[src/sv/ethp_pkg.sv]
// shared types and constants of the ethernet/ipv4/tcp header parser
package ethp_pkg;

  localparam int unsigned ETH_HDR_BYTES_DEF = 14;

  localparam logic [3:0] MIN_HDR_WORDS = 4'd5;

  localparam logic [7:0] PROTO_TCP  = 8'd6;
  localparam logic [7:0] PROTO_UDP  = 8'd17;
  localparam logic [7:0] PROTO_ICMP = 8'd1;
  localparam logic [7:0] PROTO_IP   = 8'd0;

  localparam int unsigned OUT_TDATA_W = 152;
  localparam int unsigned OUT_TUSER_W = 4;

  typedef enum logic [2:0] {
    VERD_TCP_OK  = 3'd0,
    VERD_BAD_IP  = 3'd1,
    VERD_UDP     = 3'd2,
    VERD_ICMP    = 3'd3,
    VERD_IP      = 3'd4,
    VERD_UNKNOWN = 3'd5,
    VERD_BAD_TCP = 3'd6,
    VERD_TRUNC   = 3'd7
  } verdict_t;

  typedef struct packed {
    verdict_t    verdict;
    logic [31:0] src_address;
    logic [31:0] dst_address;
    logic [15:0] src_tcp_port;
    logic [15:0] dst_port;
    logic [31:0] seq_number;
    logic [7:0]  payload_offset;
    logic [15:0] payload_length;
    logic        has_payload;
  } result_t;

endpackage

[src/sv/ethp_parse_core.sv]
// per-frame header state and byte-by-byte classification logic
module ethp_parse_core
  import ethp_pkg::*;
#(
  parameter int unsigned ETH_HDR_BYTES = ETH_HDR_BYTES_DEF
) (
  input  logic       clk,
  input  logic       rst_n,
  input  logic       beat_valid,
  input  logic [7:0] beat_byte,
  input  logic       beat_start,
  input  logic       beat_end,
  output logic       res_valid,
  output result_t    res
);

  localparam logic [7:0] EthBytes = 8'(ETH_HDR_BYTES);

  logic [7:0]  off_r,   off_nxt;
  logic [3:0]  ihl_r,   ihl_nxt;
  logic [15:0] tlen_r,  tlen_nxt;
  logic [31:0] src_r,   src_nxt;
  logic [31:0] dst_r,   dst_nxt;
  logic [15:0] sport_r, sport_nxt;
  logic [15:0] dport_r, dport_nxt;
  logic [31:0] seq_r,   seq_nxt;
  logic [7:0]  proto_r, proto_nxt;
  logic [3:0]  tw_r,    tw_nxt;
  logic        done_r,  done_nxt;

  logic [7:0]  r;
  logic [5:0]  hl;
  logic [7:0]  t;
  logic        hit;
  verdict_t    verd;
  logic [6:0]  hdr;
  logic [15:0] len;

  always_comb begin
    off_nxt   = off_r;
    ihl_nxt   = ihl_r;
    tlen_nxt  = tlen_r;
    src_nxt   = src_r;
    dst_nxt   = dst_r;
    sport_nxt = sport_r;
    dport_nxt = dport_r;
    seq_nxt   = seq_r;
    proto_nxt = proto_r;
    tw_nxt    = tw_r;
    done_nxt  = done_r;
    r         = '0;
    hl        = '0;
    t         = '0;
    hit       = 1'b0;
    verd      = VERD_TRUNC;
    hdr       = '0;
    len       = '0;
    res_valid = 1'b0;
    res       = '0;
    if (beat_valid) begin
      if (beat_start) begin
        off_nxt   = '0;
        ihl_nxt   = '0;
        tlen_nxt  = '0;
        src_nxt   = '0;
        dst_nxt   = '0;
        sport_nxt = '0;
        dport_nxt = '0;
        seq_nxt   = '0;
        proto_nxt = '0;
        tw_nxt    = '0;
        done_nxt  = 1'b0;
      end
      if (!done_nxt) begin
        if (off_nxt >= EthBytes) begin
          r  = off_nxt - EthBytes;
          hl = {ihl_nxt, 2'b00};
          if (r == 8'd0) begin
            ihl_nxt = beat_byte[3:0];
            if (beat_byte[3:0] < MIN_HDR_WORDS) begin
              hit  = 1'b1;
              verd = VERD_BAD_IP;
            end
          end else if (r inside {8'd2, 8'd3}) begin
            tlen_nxt = {tlen_nxt[7:0], beat_byte};
          end else if (r == 8'd9) begin
            proto_nxt = beat_byte;
          end else if (r inside {[8'd12:8'd15]}) begin
            src_nxt = {src_nxt[23:0], beat_byte};
          end else if (r inside {[8'd16:8'd19]}) begin
            dst_nxt = {dst_nxt[23:0], beat_byte};
          end

          // last ip header byte of a non-tcp datagram
          if (!hit && r != 8'd0 && proto_nxt != PROTO_TCP
              && ({1'b0, r} + 9'd1) == {3'b000, hl}) begin
            hit = 1'b1;
            case (proto_nxt)
              PROTO_UDP:  verd = VERD_UDP;
              PROTO_ICMP: verd = VERD_ICMP;
              PROTO_IP:   verd = VERD_IP;
              default:    verd = VERD_UNKNOWN;
            endcase
          end

          if (!hit && r != 8'd0 && proto_nxt == PROTO_TCP && r >= {2'b00, hl}) begin
            t = r - {2'b00, hl};
            if (t <= 8'd1) begin
              sport_nxt = {sport_nxt[7:0], beat_byte};
            end else if (t <= 8'd3) begin
              dport_nxt = {dport_nxt[7:0], beat_byte};
            end else if (t <= 8'd7) begin
              seq_nxt = {seq_nxt[23:0], beat_byte};
            end else if (t == 8'd12) begin
              tw_nxt = beat_byte[7:4];
              if (beat_byte[7:4] < MIN_HDR_WORDS) begin
                hit  = 1'b1;
                verd = VERD_BAD_TCP;
              end
            end
            if (!hit && t > 8'd12 && tw_nxt >= MIN_HDR_WORDS
                && ({1'b0, t} + 9'd1) == {3'b000, tw_nxt, 2'b00}) begin
              hit  = 1'b1;
              verd = VERD_TCP_OK;
            end
          end
        end

        if (!hit && beat_end) begin
          hit  = 1'b1;
          verd = VERD_TRUNC;
        end

        if (off_nxt != 8'hff) begin
          off_nxt = off_nxt + 8'd1;
        end

        if (hit) begin
          done_nxt    = 1'b1;
          res_valid   = 1'b1;
          res.verdict = verd;
          if (verd == VERD_TCP_OK) begin
            hdr = {1'b0, ihl_nxt, 2'b00} + {1'b0, tw_nxt, 2'b00};
            len = (tlen_nxt > {9'd0, hdr}) ? (tlen_nxt - {9'd0, hdr}) : 16'd0;
            res.src_address    = src_nxt;
            res.dst_address    = dst_nxt;
            res.src_tcp_port   = sport_nxt;
            res.dst_port       = dport_nxt;
            res.seq_number     = seq_nxt;
            res.payload_offset = EthBytes + {1'b0, hdr};
            res.payload_length = len;
            res.has_payload    = (len != 16'd0);
          end
        end
      end
    end
  end

  always_ff @(posedge clk) begin
    if (!rst_n) begin
      done_r <= 1'b1;
    end else begin
      done_r <= done_nxt;
    end
  end

  always_ff @(posedge clk) begin
    off_r   <= off_nxt;
    ihl_r   <= ihl_nxt;
    tlen_r  <= tlen_nxt;
    src_r   <= src_nxt;
    dst_r   <= dst_nxt;
    sport_r <= sport_nxt;
    dport_r <= dport_nxt;
    seq_r   <= seq_nxt;
    proto_r <= proto_nxt;
    tw_r    <= tw_nxt;
  end

endmodule

[src/sv/ethp_out_fifo.sv]
// four-entry result buffer feeding the output channel
module ethp_out_fifo
  import ethp_pkg::*;
(
  input  logic       clk,
  input  logic       rst_n,
  input  logic       push,
  input  result_t    push_res,
  input  logic       pop,
  output logic       not_empty,
  output result_t    head,
  output logic [2:0] count
);

  result_t    mem_r [4];
  logic [1:0] wr_ptr_r, wr_ptr_nxt;
  logic [1:0] rd_ptr_r, rd_ptr_nxt;
  logic [2:0] count_r,  count_nxt;

  always_comb begin
    wr_ptr_nxt = push ? (wr_ptr_r + 2'd1) : wr_ptr_r;
    rd_ptr_nxt = pop ? (rd_ptr_r + 2'd1) : rd_ptr_r;
    count_nxt  = count_r + {2'b00, push} - {2'b00, pop};
  end

  always_ff @(posedge clk) begin
    if (!rst_n) begin
      wr_ptr_r <= 2'd0;
      rd_ptr_r <= 2'd0;
      count_r  <= 3'd0;
    end else begin
      wr_ptr_r <= wr_ptr_nxt;
      rd_ptr_r <= rd_ptr_nxt;
      count_r  <= count_nxt;
    end
  end

  always_ff @(posedge clk) begin
    if (push) begin
      mem_r[wr_ptr_r] <= push_res;
    end
  end

  assign not_empty = (count_r != 3'd0);
  assign head      = mem_r[rd_ptr_r];
  assign count     = count_r;

endmodule

[src/sv/eth_ipv4_tcp_header_parser_unit.sv]
// top level of the ethernet/ipv4/tcp header parser
//
// in_*: one captured frame byte per beat, in wire order. in_tdata is the byte,
// in_tuser marks the first byte of a frame, in_tlast the last byte.
// out_*: one beat per classified frame. out_tuser carries the verdict and the
// has-payload flag; out_tdata carries addresses, ports, sequence number,
// payload offset and payload length (all zero unless the verdict is tcp ok).
// a byte is registered, then parsed combinationally against the per-frame header
// state, and a decided verdict lands in a four-entry result buffer: a result
// appears on out_tvalid once the deciding byte has passed the input register and the buffer.
// with the receiver ready, one byte is taken every cycle. in_tready depends
// only on registers: it stays high while the result buffer plus the byte in
// flight hold at most three results, so the input keeps moving while results
// wait; it drops once three results are held with a byte in flight, or four
// are held, until out_tready frees room.
// after reset the parser waits for a byte with in_tuser set; bytes before it,
// and bytes after a frame's verdict, give no result.
module eth_ipv4_tcp_header_parser_unit
  import ethp_pkg::*;
#(
  parameter int unsigned ETH_HDR_BYTES = ETH_HDR_BYTES_DEF
) (
  input  logic                   clk,
  input  logic                   rst_n,
  input  logic                   in_tvalid,
  output logic                   in_tready,
  input  logic [7:0]             in_tdata,   // data_byte
  input  logic                   in_tuser,   // frame_start
  input  logic                   in_tlast,   // frame_end
  output logic                   out_tvalid,
  input  logic                   out_tready,
  output logic [OUT_TDATA_W-1:0] out_tdata,  // src_address, dst_address, src_tcp_port, dst_port,
                                             // seq_number, payload_offset, payload_length
  output logic [OUT_TUSER_W-1:0] out_tuser   // verdict, has_payload
);

  logic       s1_valid_r, s1_valid_nxt;
  logic [7:0] s1_byte_r;
  logic       s1_start_r;
  logic       s1_end_r;

  logic       in_fire;
  logic       res_valid;
  result_t    res;
  result_t    head;
  logic [2:0] fifo_count;
  logic       out_fire;

  assign in_tready    = ({1'b0, fifo_count} + {3'b000, s1_valid_r}) <= 4'd3;
  assign in_fire      = in_tvalid && in_tready;
  assign s1_valid_nxt = in_fire;
  assign out_fire     = out_tvalid && out_tready;

  always_ff @(posedge clk) begin
    if (!rst_n) begin
      s1_valid_r <= 1'b0;
    end else begin
      s1_valid_r <= s1_valid_nxt;
    end
  end

  always_ff @(posedge clk) begin
    if (in_fire) begin
      s1_byte_r  <= in_tdata;
      s1_start_r <= in_tuser;
      s1_end_r   <= in_tlast;
    end
  end

  ethp_parse_core #(
    .ETH_HDR_BYTES(ETH_HDR_BYTES)
  ) u_core (
    .clk       (clk),
    .rst_n     (rst_n),
    .beat_valid(s1_valid_r),
    .beat_byte (s1_byte_r),
    .beat_start(s1_start_r),
    .beat_end  (s1_end_r),
    .res_valid (res_valid),
    .res       (res)
  );

  ethp_out_fifo u_fifo (
    .clk      (clk),
    .rst_n    (rst_n),
    .push     (res_valid),
    .push_res (res),
    .pop      (out_fire),
    .not_empty(out_tvalid),
    .head     (head),
    .count    (fifo_count)
  );

  assign out_tdata = {head.payload_length, head.payload_offset, head.seq_number,
                      head.dst_port, head.src_tcp_port, head.dst_address, head.src_address};
  assign out_tuser = {head.has_payload, head.verdict};

`ifndef SYNTH
  a_no_push_when_full: assert property (@(posedge clk) disable iff (!rst_n)
    res_valid |-> fifo_count != 3'd4)
    else $error("result pushed into full buffer");

  a_res_needs_beat: assert property (@(posedge clk) disable iff (!rst_n)
    res_valid |-> s1_valid_r)
    else $error("result without a byte in flight");

  a_count_range: assert property (@(posedge clk) disable iff (!rst_n)
    fifo_count <= 3'd4)
    else $error("result buffer count out of range");

  a_ready_credit: assert property (@(posedge clk) disable iff (!rst_n)
    (in_tready && s1_valid_r) |-> fifo_count <= 3'd2)
    else $error("input taken without room for its result");
`endif

endmodule
[config.mk]
export PLATFORM = sky130hd
export DESIGN_NAME = eth_ipv4_tcp_header_parser_unit
export DESIGN_NICKNAME = d
export VERILOG_FILES = /design/src/sv/ethp_pkg.sv /design/src/sv/ethp_parse_core.sv /design/src/sv/ethp_out_fifo.sv /design/src/sv/eth_ipv4_tcp_header_parser_unit.sv
export SDC_FILE = /design/constraint.sdc
export NUM_CORES = 1
export LEC_CHECK = 0
export ABC_CLOCK_PERIOD_IN_PS = 10800
export BUFFER_PORTS_ARGS = -buffer_cell sky130_fd_sc_hd__buf_2
export CAP_MARGIN = 20
export CORE_UTILIZATION = 50
export CTS_CLUSTER_DIAMETER = 80
export CTS_CLUSTER_SIZE = 20
export DETAILED_ROUTE_END_ITERATION = 10
export PLACE_DENSITY = 0.65
export SYNTH_ARGS = -nofsm -noshare
export SYNTH_HDL_FRONTEND = slang
export SYNTH_HIERARCHICAL = 1
export SYNTH_SLANG_ARGS = --single-unit
[constraint.sdc]
create_clock -name clk -period 10.8 [get_ports clk]
set_clock_uncertainty 0.15 [all_clocks]
set_input_delay 0.54 -clock clk [delete_from_list [all_inputs] [get_ports clk]]
set_output_delay 0.54 -clock clk [all_outputs]
set_load 0.01 [all_outputs]
Yosys cells after proc, flatten, opt, wreduce, memory -nomap -nowiden
Memories as Yosys holds them, arrays and structs flattened. A register that Yosys moved wholly into a read port is not among the register bits.
Cells that the tools add are included.
{ "word_totals": {"register_bits": 187, "ram_bits": 624, "input_bits": 14, "output_inout_bits": 158, "elab_cells": 213, "mem_count": 1} }
{ "classes": {"n_addsub": 13, "magnitude_cmp": 15, "eq_ne": 11, "muxes": 130, "reduce_logical": 25} }
{ "memory_table": {"columns": ["memory", "depth", "word_bits", "read_ports", "rd_clocked_by_memory_dff", "wr", "line_no", "text"], "rows": [
  ["u_fifo.mem_r", 4, 156, 1, 1, 1, "ethp_out_fifo.sv:15", "result_t mem_r [4];"]
]} }
{ "op_table": {"columns": ["op", "n"], "rows": [
  ["32-bit 2-to-1 mux", 22],
  ["156-bit 2-to-1 mux", 3],
  ["16-bit 2-to-1 mux", 19],
  ["153-bit 2-to-1 mux", 1],
  ["8-bit 2-to-1 mux", 13],
  ["4-bit 2-to-1 mux", 21],
  ["3-bit 2-to-1 mux", 14],
  ["1-bit 2-to-1 mux", 34],
  ["8-bit by 1-bit adder with 9-bit output (second input constant)", 2],
  ["9-bit by 6-bit equality test with 1-bit output", 2],
  ["8-bit by 2-bit equality test with 1-bit output (second input constant)", 2],
  ["8-bit by 4-bit equality test with 1-bit output (second input constant)", 2],
  ["8-bit by 4-bit >= comparator with 1-bit output (second input constant)", 2],
  ["16-bit by 7-bit greater-than comparator with 1-bit output", 1],
  ["8-bit logical NOT", 2],
  ["16-bit nonzero test", 1],
  ["16-bit by 7-bit subtractor with 16-bit output", 1],
  ["1-bit logical AND", 14],
  ["3-bit one-hot mux with 3 select lines", 1],
  ["4-bit by 7-bit adder with 8-bit output (first input constant)", 1],
  ["8-bit by 1-bit adder with 8-bit output (second input constant)", 1],
  ["8-bit by 1-bit equality test with 1-bit output (second input constant)", 1],
  ["8-bit by 3-bit equality test with 1-bit output (second input constant)", 1],
  ["8-bit by 5-bit equality test with 1-bit output (second input constant)", 1],
  ["other kinds (26)", 32]
]} }

Depth between registers and ports, before layout
Gate-level depths: netlist of run 1.
{ "depth": {"word_depth": 45, "depth_mapped": 33, "depth_no_buf": 28} }

Hierarchy
The synthesis of run 1 kept the hierarchy.
{ "by_module_without_submodules": {"columns": ["mod", "instances", "cells_per_inst", "area_per_inst_um2", "seq_area_each_um2"], "rows": [
  ["ethp_out_fifo", 1, 857, 23105.9, 18918.1],
  ["ethp_parse_core", 1, 1566, 12231.7, 5064.9],
  ["eth_ipv4_tcp_header_parser_unit", 1, 16, 365.4, 320.3]
]} }

Least setup slack after synthesis of run 1
No wires, ideal clock.
{ "synth_path": {"kind": "reg2reg", "from": "register s1_start_r", "to": "memory u_fifo/mem_r[0][0] (netlist name) (enable)", "setup_time_ps": 534, "t_arrival_ps": 8923, "required_time_ps": 10116, "setup_slack_ps": 1193, "stages_incl_launch_ff": 25, "path_buffers": 4, "synth_period_minus_slack_ps": 9607, "cell_sequence": "edfxtp_1 > clkbuf_1 > clkbuf_1 > clkbuf_1 > buf_1 > nor2b_1 > ha_1 > a21oi_2 > xor2_1 > nor2_1 > inv_1 > ha_1 > nor2_1 > mux2_1 > a2111o_1 > o31ai_1 > nand2_1 > a31oi_1 > xnor2_1 > nor4_1 > o21a_1 > o31a_1 > o211ai_1 > inv_1 > and2_1"} }
{ "synth_via": {"elab_chain_len": 45, "word_cells_on_any_way": 88, "cone_classes": "add/sub: 4; order compare: 7; eq/ne: 8; mux: 52; reduce/logical: 17"} }
{ "synth_rtl": {"columns": ["item", "line_no", "text"], "rows": [
  ["start: declaration", "eth_ipv4_tcp_header_parser_unit.sv:39", "logic s1_start_r;"],
  ["start signal: assignment", "eth_ipv4_tcp_header_parser_unit.sv:65", "s1_start_r <= in_tuser;"],
  ["8-bit 2-to-1 mux", "ethp_parse_core.sv:61", "if (beat_start) begin"],
  ["8-bit 2-to-1 mux", "ethp_parse_core.sv:60", "if (beat_valid) begin"],
  ["8-bit by 4-bit subtractor with 8-bit output", "ethp_parse_core.sv:76", "r = off_nxt - EthBytes;"],
  ["8-bit by 4-bit equality test with 1-bit output or 8-bit by 2-bit equality test with 1-bit output (tied branches)", "ethp_parse_core.sv:86, ethp_parse_core.sv:84", null],
  ["8-bit 2-to-1 mux or 2-bit nonzero test (tied branches)", "ethp_parse_core.sv:86, ethp_parse_core.sv:84", null],
  ["8-bit 2-to-1 mux", "ethp_parse_core.sv:84", "end else if (r inside {8'd2, 8'd3}) begin"],
  ["8-bit 2-to-1 mux", "ethp_parse_core.sv:78", "if (r == 8'd0) begin"],
  ["8-bit 2-to-1 mux", "ethp_parse_core.sv:75", "if (off_nxt >= EthBytes) begin"],
  ["[... 30 more ...]", null, null],
  ["1-bit 2-to-1 mux", "ethp_parse_core.sv:74", "if (!done_nxt) begin"],
  ["1-bit 2-to-1 mux", "ethp_parse_core.sv:60", null],
  ["1-bit 2-to-1 mux", "ethp_parse_core.sv:138", "if (hit) begin"],
  ["1-bit 2-to-1 mux *", "ethp_parse_core.sv:74", null],
  ["1-bit 2-to-1 mux *", "ethp_parse_core.sv:60", null],
  ["named net res_valid", "eth_ipv4_tcp_header_parser_unit.sv:43", "logic res_valid;"],
  ["1-bit 2-to-1 mux *", "ethp_out_fifo.sv:39", "if (push) begin"],
  ["1-bit 2-to-1 mux (implied by the code) *", "ethp_out_fifo.sv:40", "mem_r[wr_ptr_r] <= push_res;"],
  ["end: declaration", "ethp_out_fifo.sv:15", null]
]} }
The timed path passes the listed nets; every way through them passes the cells marked *. The select of a mux whose other input is x is not followed.

==> results.toml, run 1 <==
[run_status]
outcome = "complete, no violations"

[flow_run]
cap_violations = 0

[routing]
route.detailed.wl_per_inst_microns = 22.5
drt_iter0_markers = 2275
drt-pass1-iter-count = 5
ant_nets = 0
viasPerCell = 5.88
drt-total-wl_mm = 79.3
drc_errors = 0
vias = 20700

[clock_tree]
clk_path_buf_depth = 3
root_buffer = "clkbuf_16"
cts_tree = "done"
clk_latency_ns = 0.63
clock_sinks = 813
path_clk_slew_ns = 0.09
post-cts-setup-buffers = 0
cts_max_level = 2
numCtsBuffers = 48

[cells_and_area]
final_area_sq_mm = 0.0388
drive_gt1_share_pct = 19.2
syn2layout_area_growth_pct = 8.56
nets = 2595
diodes = 0

[min_path]
worstHoldStart = "in_tvalid"
hp-class = "in2reg"
whs_endpoint = "s1_valid_r$_SDFF_PN0_"
hold_depth = 2

[floorplan]
coreArea_sq_mm = 0.0704
die_y_microns = 269
initial_utilization_pct = 50.7
boundaryPins = 172
die_w_microns = 269
std_cell_rows = 97
dieArea_sq_mm = 0.0725

[yosys]
yosysWarningCount = 6
ys_seq_elements = 813
syn_area_per_cell_sq_um = 14.6
synth_ff_type = "edfxtp_1"
yosysMostFrequentCell = "edfxtp_1"
synthTopCellsByCount = "802 x edfxtp_1, 471 x nand2_1, 241 x a21oi_1"
syn_inst = 2439
async_reset_ff_share_pct = 0
synth_top_area_share_pct = 67.5
syn_area_sq_mm = 0.0357
yosys.cell_types.count = 88
syn_nets = 2476
synth_edf_count = 802
synth.top_cells.by_area = "edfxtp_1 67%, mux4_2 9.8%, nand2_1 5.0%, a21oi_1 3.4%, nor2_1 1.4%"
ys_seq_area_share_pct = 68.1
synth_top_cell_by_area = "edfxtp_1"

[global_route]
grt_use_met3_pct = 3.49
grt_pass1_wl_mm = 122
use_met1_pct = 30.9
antenna_found_initial = 0
overflow = 0
met2_usage_pct = 35.3
grt_use_total_pct = 21.7
grt_start_max_net_pins = 102
grt_pass1_vias = 20600
top_usage_layer = "met2"

[timing]
finalCriticalPeriod_ns = 8.27
setup_viol = 0
fmax_mhz = 121
whs_ns = 0.0674
rsz0062_at_grt = "no"
hold_violations = 0
min_period_over_period_pct = 76.5
fin_tns_setup_ns = 0
tightest_slew_ns = 1.02
max-slew-margin-rel_pct = 31.8
drv_slew = 0
setup_ws_ns = 2.53

[setup_path]
worstReg2RegStart = "s1_start_r$_DFFE_PP_"
startpoint = "s1_start_r$_DFFE_PP_"
r2r-end = "u_fifo/mem_r[1][0]$_DFFE_PP_"
r2r_cells = 26
crit_required_ns = 11.07
end_kind = "register"
crit_type = "reg2reg"
cp.arrival_ns = 8.53
startpoint_type = "register"
path_max_fanout = 16
r2r_setup_slack_ns = 2.53

[pwr]
power.density_mw_per_mm2 = 190
ir_drop_mv = 0.144
leakagePower_uw = 0.0134

[placement]
place.gp.congestion = 0.872
pre_cts_slack_ns = 2.57
dpl_cell_area_sq_mm = 0.0373
port_buffers = 171
dp_hpwl_mm = 48.1
==> cells by family (layout without fill, tap and decap cells) <==
family | Yosys count | count (layout) | share of synthesized area, %
XOR/XNOR | 45 | 45 | 1.25
adder cells (fa/ha/maj) | 25 | 25 | 0.950
multiplexers | 201 | 201 | 11.2
flip-flops | 813 | 813 | 68.1
other | 1 | 1 | 0.0105
AO/OA/AOI/OAI | 375 | 375 | 6.01
AND/OR/NAND/NOR | 787 | 787 | 9.64
buffers and inverters | 192 | 332 | 2.87
==> worst max-delay path by stage <==
| stage | to | slack [ns] | cells after the start |
|---|---|---|---|
| finish | u_fifo/mem_r[1][0]$_DFFE_PP_ | 2.53 | 26 |
| global route | u_fifo/mem_r[0][10]$_DFFE_PP_ | 1.96 | 26 |
| CTS | u_fifo/mem_r[3][9]$_DFFE_PP_ | 2.54 | 26 |
| detailed placement | u_fifo/mem_r[2][9]$_DFFE_PP_ | 2.57 | 26 |
| global placement | u_fifo/mem_r[3][10]$_DFFE_PP_ | 2.73 | 26 |
| floorplan | u_fifo/mem_r[0][0]$_DFFE_PP_ | 1.19 | 24 |
==> metal layers <==
layer | vias up | wire (microns)
met2 | 684 | 38500
met3 | 91 | 4690
met4 | 0 | 1560
met1 | 10500 | 34600
met5 | - | 0
li1 | 9403 | -
==> repair_timing <==
action	4_1_cts	5_1_grt
resized for setup	0	0
hold buffers	11	0
endpoints found under the hold margin	11	0
==> state kept, by name, indices dropped and copies added, names as in the netlist, 8 cells and up, named ones only <==
name and flops:
u_fifo/mem_r 624, u_core/proto_r 8, u_core/off_r 8, u_core/tlen_r 16, u_core/dst_r 32, s1_byte_r 8, u_core/seq_r 32, u_core/sport_r 16
u_core/src_r 32, u_core/dport_r 16
==> area by class of cell <==
cell class	instances	area (sq um)
sequential	813	24300
fill	5718	31600
inverter	32	120
timing repair buffer	229	1370
tap	940	1180
clock buffer	62	1250
multi-input combinational	1434	10400
clock inverter	9	104
==> metrics by stage <==
stage               cells  util, %  total power, uW
floorplan            2439        -             5120
global placement     3436     53.0             5630
detailed placement   3437     53.0             5650
CTS                  3519     55.1             7460
global route         3519     55.1             7680
finish               3519     55.1             7370
==> power by group <==
part | internal (uW) | total, uW | switching, uW | leakage [uW]
registers | 3580 | 3740 | 153 | 0.00837
logic | 858 | 1820 | 958 | 0.00439
clock network | 830 | 1820 | 989 | 0.000654
==> worst max-delay path: stages (launching register included) <==
cell	delay [ns]
edfxtp_1	0.65
nand2b_1	0.34
inv_1	0.16
ha_1	0.35
a21oi_2	0.12
xor2_1	0.18
nor2_1	0.27
inv_1	0.14
ha_1	0.33
nor2_1	0.04
mux2_1	0.29
a2111o_1	0.36
o31a_1	0.35
nor4_4	0.74
nand2_1	0.10
o21ai_0	0.13
ha_1	0.26
inv_1	0.08
fa_1	0.65
inv_1	0.09
fa_1	0.45
or2_2	0.35
o211ai_1	0.20
a31oi_1	0.17
o21ai_1	0.20
nand4_2	0.46
a41oi_2	0.44
==> placed cells by master (no fill, tap or decap), types with 7 or more instances in the layout <==
| master | netlist | final |
|---|---|---|
| dfxtp_1 | 11 | 8 |
| nand2b_1 | 12 | 12 |
| a21oi_1 | 241 | 241 |
| edfxtp_1 | 802 | 802 |
| buf_2 | 21 | 171 |
| o21ai_0 | 58 | 58 |
| mux4_2 | 156 | 156 |
| a22o_1 | 8 | 8 |
| ha_1 | 19 | 19 |
| clkbuf_16 | 0 | 48 |
| nor3_1 | 20 | 18 |
| nor3b_1 | 7 | 7 |
| mux2i_1 | 19 | 19 |
| xnor2_1 | 27 | 27 |
| clkbuf_1 | 111 | 14 |
| nand3b_1 | 7 | 7 |
| mux2_2 | 24 | 24 |
| nor2_1 | 136 | 134 |
| or4_1 | 8 | 8 |
| or2_2 | 9 | 9 |
| nand2_1 | 471 | 471 |
| nor2b_1 | 15 | 15 |
| dlygate4sd3_1 | 0 | 11 |
| a31oi_1 | 9 | 9 |
| xor2_1 | 14 | 14 |
| inv_1 | 31 | 31 |
| and3_1 | 17 | 17 |
| nor4_1 | 10 | 9 |
| nand3_1 | 35 | 34 |
| buf_4 | 2 | 42 |
| nand4_1 | 8 | 8 |
(Power assumes the default switching activity.)
==> run 2: changes to the inputs <==
ABC_AREA = 1   (was not set)
ABC_CLOCK_PERIOD_IN_PS = 8600   (was 10800)
clock period = 8.6 ns   (was 10.8 ns; I/O delays follow)
==> run 2 against run 1 <==
  * Sequential share of layout area fell by 2.5 points
  * Critical path type unchanged
  * Largest power group unchanged
  * Utilization fell by 0.096 points
  * Via count rose by 21%
  * Combinational power rose by 19%
  * Register-to-register slack got worse by 1.1 ns
  * Critical endpoint is now u_fifo/mem_r[2][9]$_DFFE_PP_
  * Total power rose by 24%
  * Worst setup slack got worse by 1.1 ns
==> results.toml, run 2 <==
[setup_path]
path_max_fanout = 110
end_kind = "register"
r2r_cells = 38
path_common_cell = "nand2_1"
path_buf_inv = 9
path_depth = 38
crit_required_ns = 8.87
slowest_delay_ns = 0.46
cp.arrival_ns = 7.44
cp_slowest_cell = "fa_1"
crit_type = "reg2reg"
cp_top_family = "simple AND/OR/NAND/NOR gates"
startpoint_type = "register"

[global_route]
grt_use_total_pct = 22.0
overflow = 0
grt_start_max_net_pins = 261
grt_pass1_wl_mm = 129
antenna_found_initial = 1
grt_pass1_vias = 23000

[yosys]
syn_area_sq_mm = 0.0374
synthTopCellsByCount = "802 x edfxtp_1, 786 x nand2_1, 463 x inv_1"
synth_edf_count = 802
ys_seq_elements = 813
synth_ff_type = "edfxtp_1"
synth.top_cells.by_area = "edfxtp_1 64%, nand2_1 7.9%, o21ai_0 5.1%, inv_1 4.7%, o211ai_1 3.2%"
yosysMostFrequentCell = "edfxtp_1"
yosysWarningCount = 6
synth_top_cell_by_area = "edfxtp_1"
yosys.cell_types.count = 49
syn_nets = 3639
syn_inst = 3602
ys_seq_area_share_pct = 65.1
syn_area_per_cell_sq_um = 10.4
async_reset_ff_share_pct = 0
synth_top_area_share_pct = 64.5

[placement]
dp_hpwl_mm = 51.7
port_buffers = 171
dpl_cell_area_sq_mm = 0.0389
place.gp.congestion = 0.878
dp.cells = 4564

[cells_and_area]
regMostFlops = "u_fifo/mem_r"
syn2layout_area_growth_pct = 8.08
final_cells = 4645
largest_register_ffs = 624
mostFrequentLayoutCells = "802 x edfxtp_1, 786 x nand2_1, 458 x inv_1, 383 x o21ai_0, 262 x nor2_1"
fill_cells = 6386
final_area_sq_mm = 0.0404
final_common_cell = "edfxtp_1"
fin_util_pct = 55.0
drive_gt1_share_pct = 9.77
nets = 3708

[routing]
vias = 25100
viasPerCell = 5.41
drt-pass1-iter-count = 6
route.detailed.wl_per_inst_microns = 18.1
drt_iter0_markers = 2442
ant_nets = 0
drt-total-wl_mm = 84.3
drc_errors = 0

[timing]
setup_viol = 0
finalCriticalPeriod_ns = 7.17
min_period_over_period_pct = 83.3
fin_tns_setup_ns = 0
drv_slew = 0
fmax_mhz = 140
max-slew-margin-rel_pct = 22.0
hold_violations = 0
tightest_slew_ns = 1.17
rsz0062_at_grt = "no"

[floorplan]
die_y_microns = 275
std_cell_rows = 99
coreArea_sq_mm = 0.0735
initial_utilization_pct = 50.9
boundaryPins = 172
dieArea_sq_mm = 0.0758
die_w_microns = 275

[run_status]
outcome = "complete, no violations"

[clock_tree]
path_clk_slew_ns = 0.08
cts_resized = 0
clk_latency_ns = 0.62
root_buffer = "clkbuf_16"
cts_tree = "done"
clk_path_buf_depth = 3
clock_sinks = 813
numCtsBuffers = 48
cts_max_level = 2

[pwr]
switching_share_pct = 31.7
clkPwrFrac_pct = 25.1
finalPower_uw = 9120
ir_drop_mv = 0.184
power.density_mw_per_mm2 = 226
p_int_uw = 6220
leakagePower_uw = 0.0159
power_frac_seq_pct = 51.0
p_comb_share_pct = 23.8
p_sw_uw = 2890

[min_path]
hold_depth = 2
hp-class = "reg2reg"

[flow_run]
cap_violations = 0
==> run 2: changes by cell type in the layout (fill, tap and decap cells not counted), sizes merged, moves of 44 or more <==
cell	previous run	this run
nor2	136	298
nand3	36	80
o211ai	4	157
mux4	156	0
nand2	471	802
inv	37	480
o21ai	60	403
==> run 2: worst min-delay path: stages, from the launching register on <==
cell and delay [ns]:
dfxtp_1 0.30, inv_1 0.05, a21oi_1 0.06
==> run 2: what timing repair did <==
item / in CTS / in global routing
hold buffers: 14 / 0
setup buffers: 0 / 0
endpoints found under the hold margin: 21 / 0
setup endpoints to repair: 0 / 0
==> run 2: logic make-up after synthesis <==
kind of cell    after synthesis  share of synthesized area (%)
compound gates              834                           12.5
xor+xnor                      8                          0.188
fa+ha+maj                    23                          0.851
buf+inv                     680                           7.43
flops                       813                           65.1
mux                           5                          0.151
other cells                   1                         0.0100
simple gates               1238                           13.8
==> run 2: final cells by class <==
type | instances | area [sq um] | area share (%)
Antenna cell | 2 | 5.00 | 0.0124
Sequential cell | 813 | 24300 | 60.2
Tap cell | 959 | 1200 | 2.97
Clock buffer | 56 | 1260 | 3.13
Multi-Input combinational cell | 2109 | 10300 | 25.5
Clock inverter | 7 | 71.3 | 0.177
Timing Repair Buffer | 223 | 1410 | 3.49
Inverter | 476 | 1820 | 4.51
==> run 2: path summary, 6_finish.rpt <==
| kind | start | endpoint | slack (ns) |
|---|---|---|---|
| max | s1_start_r$_DFFE_PP_ | u_fifo/mem_r[2][9]$_DFFE_PP_ | 1.43 |
| min | u_fifo/rd_ptr_r[1]$_SDFFE_PN0P_ | register | 0.31 |
| max reg2reg | s1_start_r$_DFFE_PP_ | u_fifo/mem_r[2][9]$_DFFE_PP_ | 1.43 |
| min reg2reg | u_fifo/rd_ptr_r[1]$_SDFFE_PN0P_ | register | 0.31 |
==> run 2: power by group through the flow <==
stage,clock (uW),combinational (uW),sequential [uW]
4_1_cts,2350,2190,4650
6_report,2290,2170,4650
2_1_floorplan,0,1480,4720
3_5_place_dp,0,2180,4740
5_1_grt,2480,2420,4680
3_3_place_gp,0,2160,4740
==> run 2: stage by stage <==
step	hold WS (ns)	worst slack, ns
2_1_floorplan	0.286	0.0461
3_3_place_gp	0.291	1.62
3_5_place_dp	0.293	1.53
4_1_cts	0.308	1.49
5_1_grt	0.351	0.739
6_report	0.306	1.43
==> run 2: layer usage <==
layer  share of wire, %  vias to the layer above  global-route usage (%)
li1                   -                    12400                       -
met4                2.1                        0                    5.66
met3                6.2                      103                    3.32
met5                  0                        -                       0
met2                 48                      695                    35.9
met1                 44                    11900                    30.9
